$ cat config.mk
export PLATFORM = sky130hd
export DESIGN_NAME = bpr_stage
export DESIGN_NICKNAME = d
export VERILOG_FILES = /design/src/hw/rtl/bpr_pkg.sv /design/src/hw/rtl/bpr_stage.sv
export SDC_FILE = /design/constraint.sdc
export NUM_CORES = 1
export LEC_CHECK = 0
export ABC_AREA = 1
export BUFFER_PORTS_ARGS = -buffer_cell sky130_fd_sc_hd__clkbuf_2
export CAP_MARGIN = 20
export CORE_MARGIN = 2
export CORE_UTILIZATION = 63
export DETAILED_ROUTE_END_ITERATION = 10
export PLACE_DENSITY = 0.78
export SYNTH_ARGS = -nofsm -noshare
export SYNTH_HDL_FRONTEND = slang
export SYNTH_SLANG_ARGS = --single-unit
$ cat constraint.sdc
create_clock -name clk -period 4 [get_ports clk]
set_clock_uncertainty 0.05 [all_clocks]
set_input_delay 0.8 -clock clk [delete_from_list [all_inputs] [get_ports clk]]
set_output_delay 0.8 -clock clk [all_outputs]
set_load 0.03 [all_outputs]
$ cat src/hw/rtl/bpr_pkg.sv
// ----------------------------------------------------------------------------
// Block part reassembly package
// Shared constants, codes and interface types of the reassembly unit.
// ----------------------------------------------------------------------------
package bpr_pkg;

    localparam int PART_BYTES       = 64;
    localparam int PART_AW          = $clog2(PART_BYTES);
    localparam int MAX_PARTS        = 64;
    localparam int MAP_IW           = $clog2(MAX_PARTS);
    localparam int CNT_W            = $clog2(MAX_PARTS + 1);
    localparam int BUFFER_BYTES     = 4096;
    localparam int BUF_AW           = $clog2(BUFFER_BYTES);
    localparam int FULL_BLOCK_BYTES = 4096;
    localparam int HDR_BYTES        = 4;
    localparam int SIZE_MAX         = BUFFER_BYTES - HDR_BYTES;
    localparam int BSIZE_W          = 13;

    localparam logic [1:0] OP_START = 2'd0;
    localparam logic [1:0] OP_PART  = 2'd1;
    localparam logic [1:0] OP_CHECK = 2'd2;

    localparam logic [1:0] REJ_NONE  = 2'd0;
    localparam logic [1:0] REJ_BLOCK = 2'd1;
    localparam logic [1:0] REJ_RANGE = 2'd2;
    localparam logic [1:0] REJ_SUM   = 2'd3;

    typedef struct packed {
        logic              copy_go;
        logic              check_go;
        logic [BUF_AW-1:0] copy_base;
    } store_cmd_t;

    typedef struct packed {
        logic busy;
        logic check_done;
        logic sum_ok;
    } store_stat_t;

endpackage

$ cat src/hw/rtl/bpr_stage.sv
// ----------------------------------------------------------------------------
// Part staging buffer
// Holds the bytes of the part in flight and keeps its running 8-bit sum.
// ----------------------------------------------------------------------------
module bpr_stage
(
    input  logic                        clk,
    input  logic                        rst_n,
    input  logic                        wr_en,
    input  logic [bpr_pkg::PART_AW-1:0] wr_addr,
    input  logic [7:0]                  wr_data,
    output logic [7:0]                  sum_next,
    input  logic                        rd_en,
    input  logic [bpr_pkg::PART_AW-1:0] rd_addr,
    output logic [7:0]                  rd_data
);

    logic [7:0] mem [bpr_pkg::PART_BYTES];
    logic [7:0] sum_reg;
    logic [7:0] rd_data_reg;

    assign sum_next = ((wr_addr == '0) ? 8'd0 : sum_reg) + wr_data;
    assign rd_data  = rd_data_reg;

    always_ff @(posedge clk or negedge rst_n)
    begin
        if (!rst_n)
        begin
            sum_reg <= '0;
        end
        else if (wr_en)
        begin
            sum_reg <= sum_next;
        end
    end

    always_ff @(posedge clk)
    begin
        if (wr_en)
        begin
            mem[wr_addr] <= wr_data;
        end
        if (rd_en)
        begin
            rd_data_reg <= mem[rd_addr];
        end
    end

endmodule

; ---- After elaboration in Yosys (flattened, before gate mapping)
; Memory sizes are Yosys's and may differ from the RTL's. A register that Yosys moved wholly into a read port is not among the register bits.
; Index checks and enable logic that the tools add are counted.
; Widths: inputs -> output; s select.
[word_totals]
ramBits = 512
out_inout_bits = 16
elab_cells = 7
in_bits = 24
reg_bits = 8
n_memories = 1
[op_classes]
n_reduce_logical = 1
muxes = 3
n_addsub = 1
[mem_list]
columns = memory, depth, width, read_ports, rd_ports_with_merged_regs, wr, line
row1 = mem, 64, 8, 1, 1, 1, bpr_stage.sv:18  ; logic [7:0] mem [bpr_pkg::PART_BYTES];
[op_table]
columns = operator, n
row1 = $add 8x8->8, 1
row2 = $mux 8, 1
row3 = $logic_not 6->1, 1
row4 = $mux 1, 2

; ---- Depth between registers and ports, before layout
; Gate-level depths: netlist of the first run.
[depth]
ltp_word = 3
ltp_mapped = 16
mapped_depth_nobuf = 16

; ---- Least setup slack after synthesis of the first run
; No wires, ideal clock.
[synth_path]
path_type = input -> output
start = input port wr_addr[2] (netlist name)
end = output port sum_next[6]
required_time_ns = 3.150
path_stages = 14
arrival_time_ns = 2.789
slack_ns = 0.361
cell_sequence = buf_2 -> nor3_2 -> nand2_2 -> nand2_1 -> inv_1 -> ha_1 -> fa_1 -> nand3_1 -> nand2_1 -> nand2_1 -> nand2_1 -> a21o_1 -> nand2_1 -> and2_1
[synth_via]
elab_chain_len = 3
[synth_lines]
columns = item, line
row1 = start: declaration, bpr_stage.sv:10  ; input logic [bpr_pkg::PART_AW-1:0] wr_addr,
row2 = $logic_not 6->1, bpr_stage.sv:22  ; assign sum_next = ((wr_addr == '0) ? 8'd0 : sum_reg) + wr_data;
row3 = $mux 8, bpr_stage.sv:22
row4 = $add 8x8->8, bpr_stage.sv:22
row5 = end: declaration, bpr_stage.sv:12  ; output logic [7:0] sum_next,
; Every way passes these cells.

; ---- Final worst setup path of the first run
; Ends and elaborated chain as after synthesis.

==> results.cfg, run 1 <==
[drt]
number_of_drc_markers_after_the_initial_detailed_route_iteration = 2436
routed_wire_per_std_cell_um = 21.9
num_vias = 14900
drt_drc_violations_left = 0
drt_first_pass_iters = 6
route.antenna.remaining_nets = 0
postRouteWirelength_um = 53100
routed_via_density = 6.13

[placement]
port_buffers = 39
post-dp-hpwl_um = 30200
dpl-instance-area_um2 = 22500
detailedPlace.worstSlack_ns = 0.195
gpl.final_weighted_congestion = 0.852

[final_layout]
number_of_antenna_cells_inserted = 0
syn_to_final_growth_pct = 9.48
drive_gt1_share_pct = 8.37
final_util_pct = 69.9
finish.net_count = 1969
design_area_um2 = 24100
largest_register_ffs = 512

[clocking]
cts.htree.levels = 2
clk_latency_ns = 0.57
cts.sinks = 528
cts_made_buffers = 52
cts-root-buf = sky130_fd_sc_hd__clkbuf_16
holdBufCountCts = 0
cts.clk_slew.worst_paths_ns = 0.05
cts_tree = done
max-clock-path-buffers = 3

[setup_path]
critical_path.startpoint_type = primary input
worst_setup_path_end_kind = output port
crit_type = in2out
critical_path_required_ns = 3.15
worst_path_arrival_ns = 2.97
critical_path_cell_by_cell = clkbuf_2 -> nor3_2 -> nand2_2 -> nand2_1 -> inv_1 -> ha_1 -> fa_1 -> nand3_1 -> nand2_1 -> nand2_1 -> nand2_1 -> a21oi_1 -> nand2_1 -> and2_1 -> clkbuf_2
path_common_cell = sky130_fd_sc_hd__nand2_1
critPathSlowestCell = sky130_fd_sc_hd__fa_1
critical-path-max-stage-delay_ns = 0.44
timing.critical_path.fanout_max = 10

[synth]
async_s_r_ff_share_synth_pct = 1.52
synth_area_leader_cell = sky130_fd_sc_hd__edfxtp_1
synth.ff_latch_count = 528
netlist_top_cells_count = 696 x sky130_fd_sc_hd__nand2_1, 520 x sky130_fd_sc_hd__edfxtp_1, 446 x sky130_fd_sc_hd__nand3_1
yosys-top-cells-area = sky130_fd_sc_hd__edfxtp_1 71%, sky130_fd_sc_hd__nand2_1 12%, sky130_fd_sc_hd__nand3_1 10%, sky130_fd_sc_hd__buf_2 1.4%, sky130_fd_sc_hd__buf_6 1.2%
avgSynthCellArea_um2 = 11.6
yosysWarningCount = 0
yosysUniqueCellTypes = 26
post-synth-top-count-cell = sky130_fd_sc_hd__nand2_1
syn-instance-count = 1903
number_of_synthesized_flops_with_an_enable_pin = 520
mappedNetlistArea_um2 = 22000
postSynthNetCount = 1935
synth_top_area_share_pct = 70.9
synth-seq-area-share_pct = 71.9
synth_top_flop_cell = sky130_fd_sc_hd__edfxtp_1

[sta]
highest_clock_rate_ghz = 0.262
final.setup.worst_slack_ns = 0.183
layout_min_cycle_time_ns = 3.82
timing_worst_slew_pin_value_ns = 1.06
slew_headroom_pct = 29.3
fin_setup_tns_ns = 0
finalSetupViolCount = 0
grt_setup_unrepaired = no
timing.final.max_slew_violations = 0
number_of_failing_hold_endpoints_at_the_final_stage = 0
final_critical_path_share_of_the_clock_period_pct = 95.4
hold_slack_ns = 0.0400

[power]
total_switching_power_mw = 2.89
switching_share_pct = 24.0
ir_worst_vdd_mv = 0.670
powerDensity_nw_per_um2 = 498
comb_power_share_pct = 10.2
p_int_mw = 9.13
leakage_power_figure_nw = 8.91
seqPwrFrac_pct = 51.6
p_clk_share_pct = 38.2

[die]
dieArea_um2 = 36400
floorplan.die.width_um = 191
floorplan.initialDensity_pct = 63.9
core.rowCount = 68
ios = 40
die-height_um = 191
core-area_um2 = 34500

[global_route]
globalRouteTotalUtil_pct = 29.7
antenna_found_initial = 0
grt_start_max_net_pins = 214
grt_first_pass_wirelength_um = 81100
grt_pass1_vias = 14300
grt_remaining_overflow = 0

[outcome]
status = finished, final reports clean

[min_path]
min-delay-path-class = in2async

[flow_run]
max_cap_check_violation_count = 0
per-stage QoR:
stage               cells  total power [mW]
global route         2427              12.4
global placement     2338              7.47
floorplan            1903              7.14
detailed placement   2338              7.51
CTS                  2427              12.0
finish               2427              12.0
power by group through the flow:
stage          logic [mW]  registers [mW]  clock network [mW]
2_1_floorplan       0.817            6.32                   0
3_3_place_gp         1.16            6.31                   0
3_5_place_dp         1.20            6.31                   0
4_1_cts              1.21            6.20                4.62
5_1_grt              1.33            6.20                4.83
6_report             1.23            6.20                4.59
cell usage in the layout (no fill, tap or decap), drive strengths merged:
cell type / n
edfxtp: 520
ha: 7
clkbuf: 101
bufinv: 4
dfrtp: 8
nand2: 697
nor4: 8
nor3: 1
nand3b: 1
inv: 24
a21o: 1
clkinv: 21
xor2: 4
buf: 57
and2: 1
a21oi: 4
nor2: 58
nand3: 446
fa: 1
nand4: 8
per-layer routing:
layer,routed length [um],GRT usage [%],up-vias,part of all wire (%)
met1,19800,40.9,7029,37
met4,1740,10.1,0,3.3
met3,5930,5.27,149,11
li1,-,-,6713,-
met5,0,0,-,0
met2,25600,48.6,985,48
worst max-delay path, delay by kind of cell:
family	cells	cell delay (ns)
buffers and inverters	3	0.39
and+or+nand+nor	9	0.98
adders and majority gates	2	0.64
AOI/OAI and AO/OA	1	0.14
path summary, 6_finish.rpt:
kind / startpoint / end / slack (ns) / depth (start not counted)
worst max-delay path: wr_addr[2] / sum_next[6] / 0.18 / 15
min in group clk: sum_reg[0]$_DFFE_PN0P_ / sum_reg[0]$_DFFE_PN0P_ / 0.42 / 2
worst min-delay path: rst_n / sum_reg[0]$_DFFE_PN0P_ / 0.04 / 1
worst min register to register: sum_reg[0]$_DFFE_PN0P_ / sum_reg[0]$_DFFE_PN0P_ / 0.42 / 2
max in group asynchronous: rst_n / sum_reg[5]$_DFFE_PN0P_ / 3.67 / 1
worst max register to register: sum_reg[0]$_DFFE_PN0P_ / sum_reg[6]$_DFFE_PN0P_ / 2.03 / 12
cells by family after synthesis:
| kind of cell | share of synthesized area [%] |
|---|---|
| and+or+nand+nor | 23.6 |
| DFF | 71.9 |
| buffers and inverters | 3.78 |
| adders and majority gates | 0.489 |
| AOI/OAI and AO/OA | 0.125 |
| xor gates and xnor gates | 0.159 |
final cells by class:
class                      count  area (um^2)
timing repair buffer          94          679
inverter                      24         97.6
clock buffer                  64         1350
tap                          455          569
clock inverter                25          224
fill                        2366        10400
sequential                   528        15800
multi-input combinational   1237         5370
timing repair:
action	in CTS	in global routing
hold endpoints to repair	0	0
buffers inserted	0	0
setup endpoints to repair	0	1
gates resized for setup	0	2
No activity file was read; power rests on OpenSTA's default activity.
==> run 2, diff against run 1 <==
ABC_AREA = not set   (was 1)
CORE_UTILIZATION = 62   (was 63)
PLACE_DENSITY = 0.77   (was 0.78)
REMOVE_ABC_BUFFERS = 1   (was not set)
==> results.cfg, run 2 <==
[setup_path]
critical_path_cell_by_cell = buf_6 -> or3_4 -> or4_4 -> and2_4 -> ha_4 -> a21oi_2 -> o211ai_1 -> o41ai_2 -> xor3_2 -> buf_8
critical_path.startpoint_type = primary input
timing.critical_path.fanout_max = 4
crit_path_start = wr_addr[3]
worst_setup_path_end_kind = output port
setup.worst_path.end = sum_next[7]
reg2reg_from = sum_reg[1]$_DFFE_PN0P_
critical-path-max-stage-delay_ns = 0.52
slack_of_the_worst_reg_to_reg_path_ns = 1.54
worst_path_dominant_cell_family = simple AND/OR/NAND/NOR gates
crit_cells = 10
critical_path_required_ns = 3.15
cp.buffers_inverters = 2
reg2regPathDepth = 8
critPathSlowestCell = sky130_fd_sc_hd__or4_4
worst_path_arrival_ns = 3.54
crit_type = in2out
rr_endpoint = sum_reg[7]$_DFFE_PN0P_

[power]
leakage_power_figure_nw = 7.69
powerDensity_nw_per_um2 = 518
ir_worst_vdd_mv = 0.814
totalPowerFinal_mw = 12.3

[drt]
routed_via_density = 6.52
num_vias = 10300
number_of_drc_markers_after_the_initial_detailed_route_iteration = 1497
drt_drc_violations_left = 0
route.antenna.remaining_nets = 0
drt_first_pass_iters = 5
postRouteWirelength_um = 45600
routed_wire_per_std_cell_um = 29.0

[global_route]
grt_first_pass_wirelength_um = 68000
antenna_found_initial = 2
grt_remaining_overflow = 0
grt_pass1_vias = 10500
grt_start_max_net_pins = 65
globalRouteTotalUtil_pct = 26.6

[synth]
yosysUniqueCellTypes = 44
synth_area_leader_cell = sky130_fd_sc_hd__edfxtp_1
synth_top_area_share_pct = 74.8
netlist_top_cells_count = 520 x sky130_fd_sc_hd__edfxtp_1, 135 x sky130_fd_sc_hd__mux4_2, 72 x sky130_fd_sc_hd__nor2_1
synth_top_flop_cell = sky130_fd_sc_hd__edfxtp_1
syn-instance-count = 970
yosysWarningCount = 0
mappedNetlistArea_um2 = 20900
number_of_synthesized_flops_with_an_enable_pin = 520
synth-seq-area-share_pct = 75.7
post-synth-top-count-cell = sky130_fd_sc_hd__edfxtp_1
synth.ff_latch_count = 528
avgSynthCellArea_um2 = 21.5
async_s_r_ff_share_synth_pct = 1.52
yosys-top-cells-area = sky130_fd_sc_hd__edfxtp_1 75%, sky130_fd_sc_hd__mux4_2 15%, sky130_fd_sc_hd__mux2i_1 2.1%, sky130_fd_sc_hd__nor2_1 1.3%, sky130_fd_sc_hd__dfrtp_1 0.96%

[flow_run]
max_cap_check_violation_count = 0

[final_layout]
register_area_um2 = 15800
mostFrequentLayoutCells = 520 x sky130_fd_sc_hd__edfxtp_1, 135 x sky130_fd_sc_hd__mux4_2, 75 x sky130_fd_sc_hd__buf_4
largest_register_ffs = 512
drive_gt1_share_pct = 32.3
layout.cells.non_filler = 1574
syn_to_final_growth_pct = 13.6
finish.net_count = 1119
final_util_pct = 71.1
mostFrequentLayoutCell = sky130_fd_sc_hd__edfxtp_1
multi_input_area_um2 = 4920
design_area_um2 = 23700
fill_cells = 2011

[clocking]
clk_latency_ns = 0.57
cts-root-buf = sky130_fd_sc_hd__clkbuf_16
cts_tree = done
cts_made_buffers = 50
max-clock-path-buffers = 3
cts.clk_slew.worst_paths_ns = 0.06
cts.htree.levels = 2
cts.sinks = 528

[placement]
post-dp-hpwl_um = 27000
gpl.final_weighted_congestion = 0.954
dpl-instance-area_um2 = 21900
detailedPlace.worstSlack_ns = -0.644
port_buffers = 39
numPlacedInstances = 1475

[sta]
highest_clock_rate_ghz = 0.228
timing_worst_slew_pin_value_ns = 0.917
layout_min_cycle_time_ns = 4.39
final.setup.worst_slack_ns = -0.386
fin_setup_tns_ns = -1.23
slew_headroom_pct = 38.6
finalSetupViolCount = 4
timing.final.max_slew_violations = 0
final_critical_path_share_of_the_clock_period_pct = 110
grt_setup_unrepaired = yes
number_of_failing_hold_endpoints_at_the_final_stage = 0
hold_slack_ns = 0.0290

[die]
floorplan.die.width_um = 188
dieArea_um2 = 35200
core-area_um2 = 33400
ios = 40
floorplan.initialDensity_pct = 62.6
die-height_um = 188
core.rowCount = 67

[outcome]
violations_in_the_final_reports = negative setup slack
status = finished with violations

[min_path]
min-delay-path-class = in2async
run 2: cell types whose count changed after synthesis, sizes merged, moves of 7 or more:
cell    previous run  this run
buf              106        35
clkbuf             8        16
inv               23         3
mux2               0        14
mux2i              0        44
mux4               0       135
nand2            697        15
nand3            446        10
nor2              58        72
nor2b              0        10
nor3               1        12
nor4               8         1
o22ai              0        14
run 2: final cells by class:
cell class / instances / share of cell area (%)
flip-flops and latches: 528 / 66.7
multi-input cells: 388 / 20.8
clock buffers: 61 / 5.45
repair buffers: 116 / 3.79
well taps: 448 / 2.36
clock inverters: 29 / 0.881
inverters: 3 / 0.0475
diodes: 1 / 0.0106
run 2: repair_timing:
item                       CTS  global route
gates resized for setup     30            19
pin swaps                   15            17
hold buffers                 0             0
gates cloned                 0             0
setup endpoints to repair    6             6
buffers inserted             9             4
run 2: worst min path at each step:
stage	start	to	slack (ns)	cells past startpoint
floorplan	sum_reg[6]$_DFFE_PN0P_	sum_reg[6]$_DFFE_PN0P_	0.40	2
global placement	sum_reg[6]$_DFFE_PN0P_	sum_reg[6]$_DFFE_PN0P_	0.43	2
detailed placement	sum_reg[6]$_DFFE_PN0P_	sum_reg[6]$_DFFE_PN0P_	0.44	2
CTS	rst_n	sum_reg[7]$_DFFE_PN0P_	0.005	1
global route	rst_n	sum_reg[7]$_DFFE_PN0P_	0.02	1
finish	rst_n	sum_reg[7]$_DFFE_PN0P_	0.03	1
run 2: power breakdown:
part           switching (mW)  leakage [nW]  total [mW]  internal (mW)
Combinational           0.897          2.17        1.67          0.778
Clock                    1.97         0.735        4.40           2.43
Sequential             0.0379          4.78        6.21           6.17
Total                    2.90          7.69        12.3           9.38
run 2: cell families (layout without fill, tap and decap cells):
| kind of cell | count (synthesis) | count (layout) | share of synthesized area [%] |
|---|---|---|---|
| AOI/OAI and AO/OA | 33 | 33 | 1.10 |
| xor gates and xnor gates | 6 | 6 | 0.330 |
| adders and majority gates | 8 | 8 | 0.515 |
| buffers and inverters | 54 | 209 | 1.51 |
| DFF | 528 | 528 | 75.7 |
| muxes | 193 | 193 | 17.4 |
| other | 0 | 1 | 0 |
| and+or+nand+nor | 148 | 148 | 3.37 |
run 2: routing by layer:
| metal | vias to the layer above | share of wire (%) | global-route usage (%) |
|---|---|---|---|
| li1 | 4269 | - | - |
| met1 | 5359 | 38 | 38.1 |
| met2 | 532 | 50 | 42.9 |
| met3 | 94 | 9.0 | 4.70 |
| met4 | 2 | 3.1 | 8.36 |
| met5 | - | 0.020 | 0 |
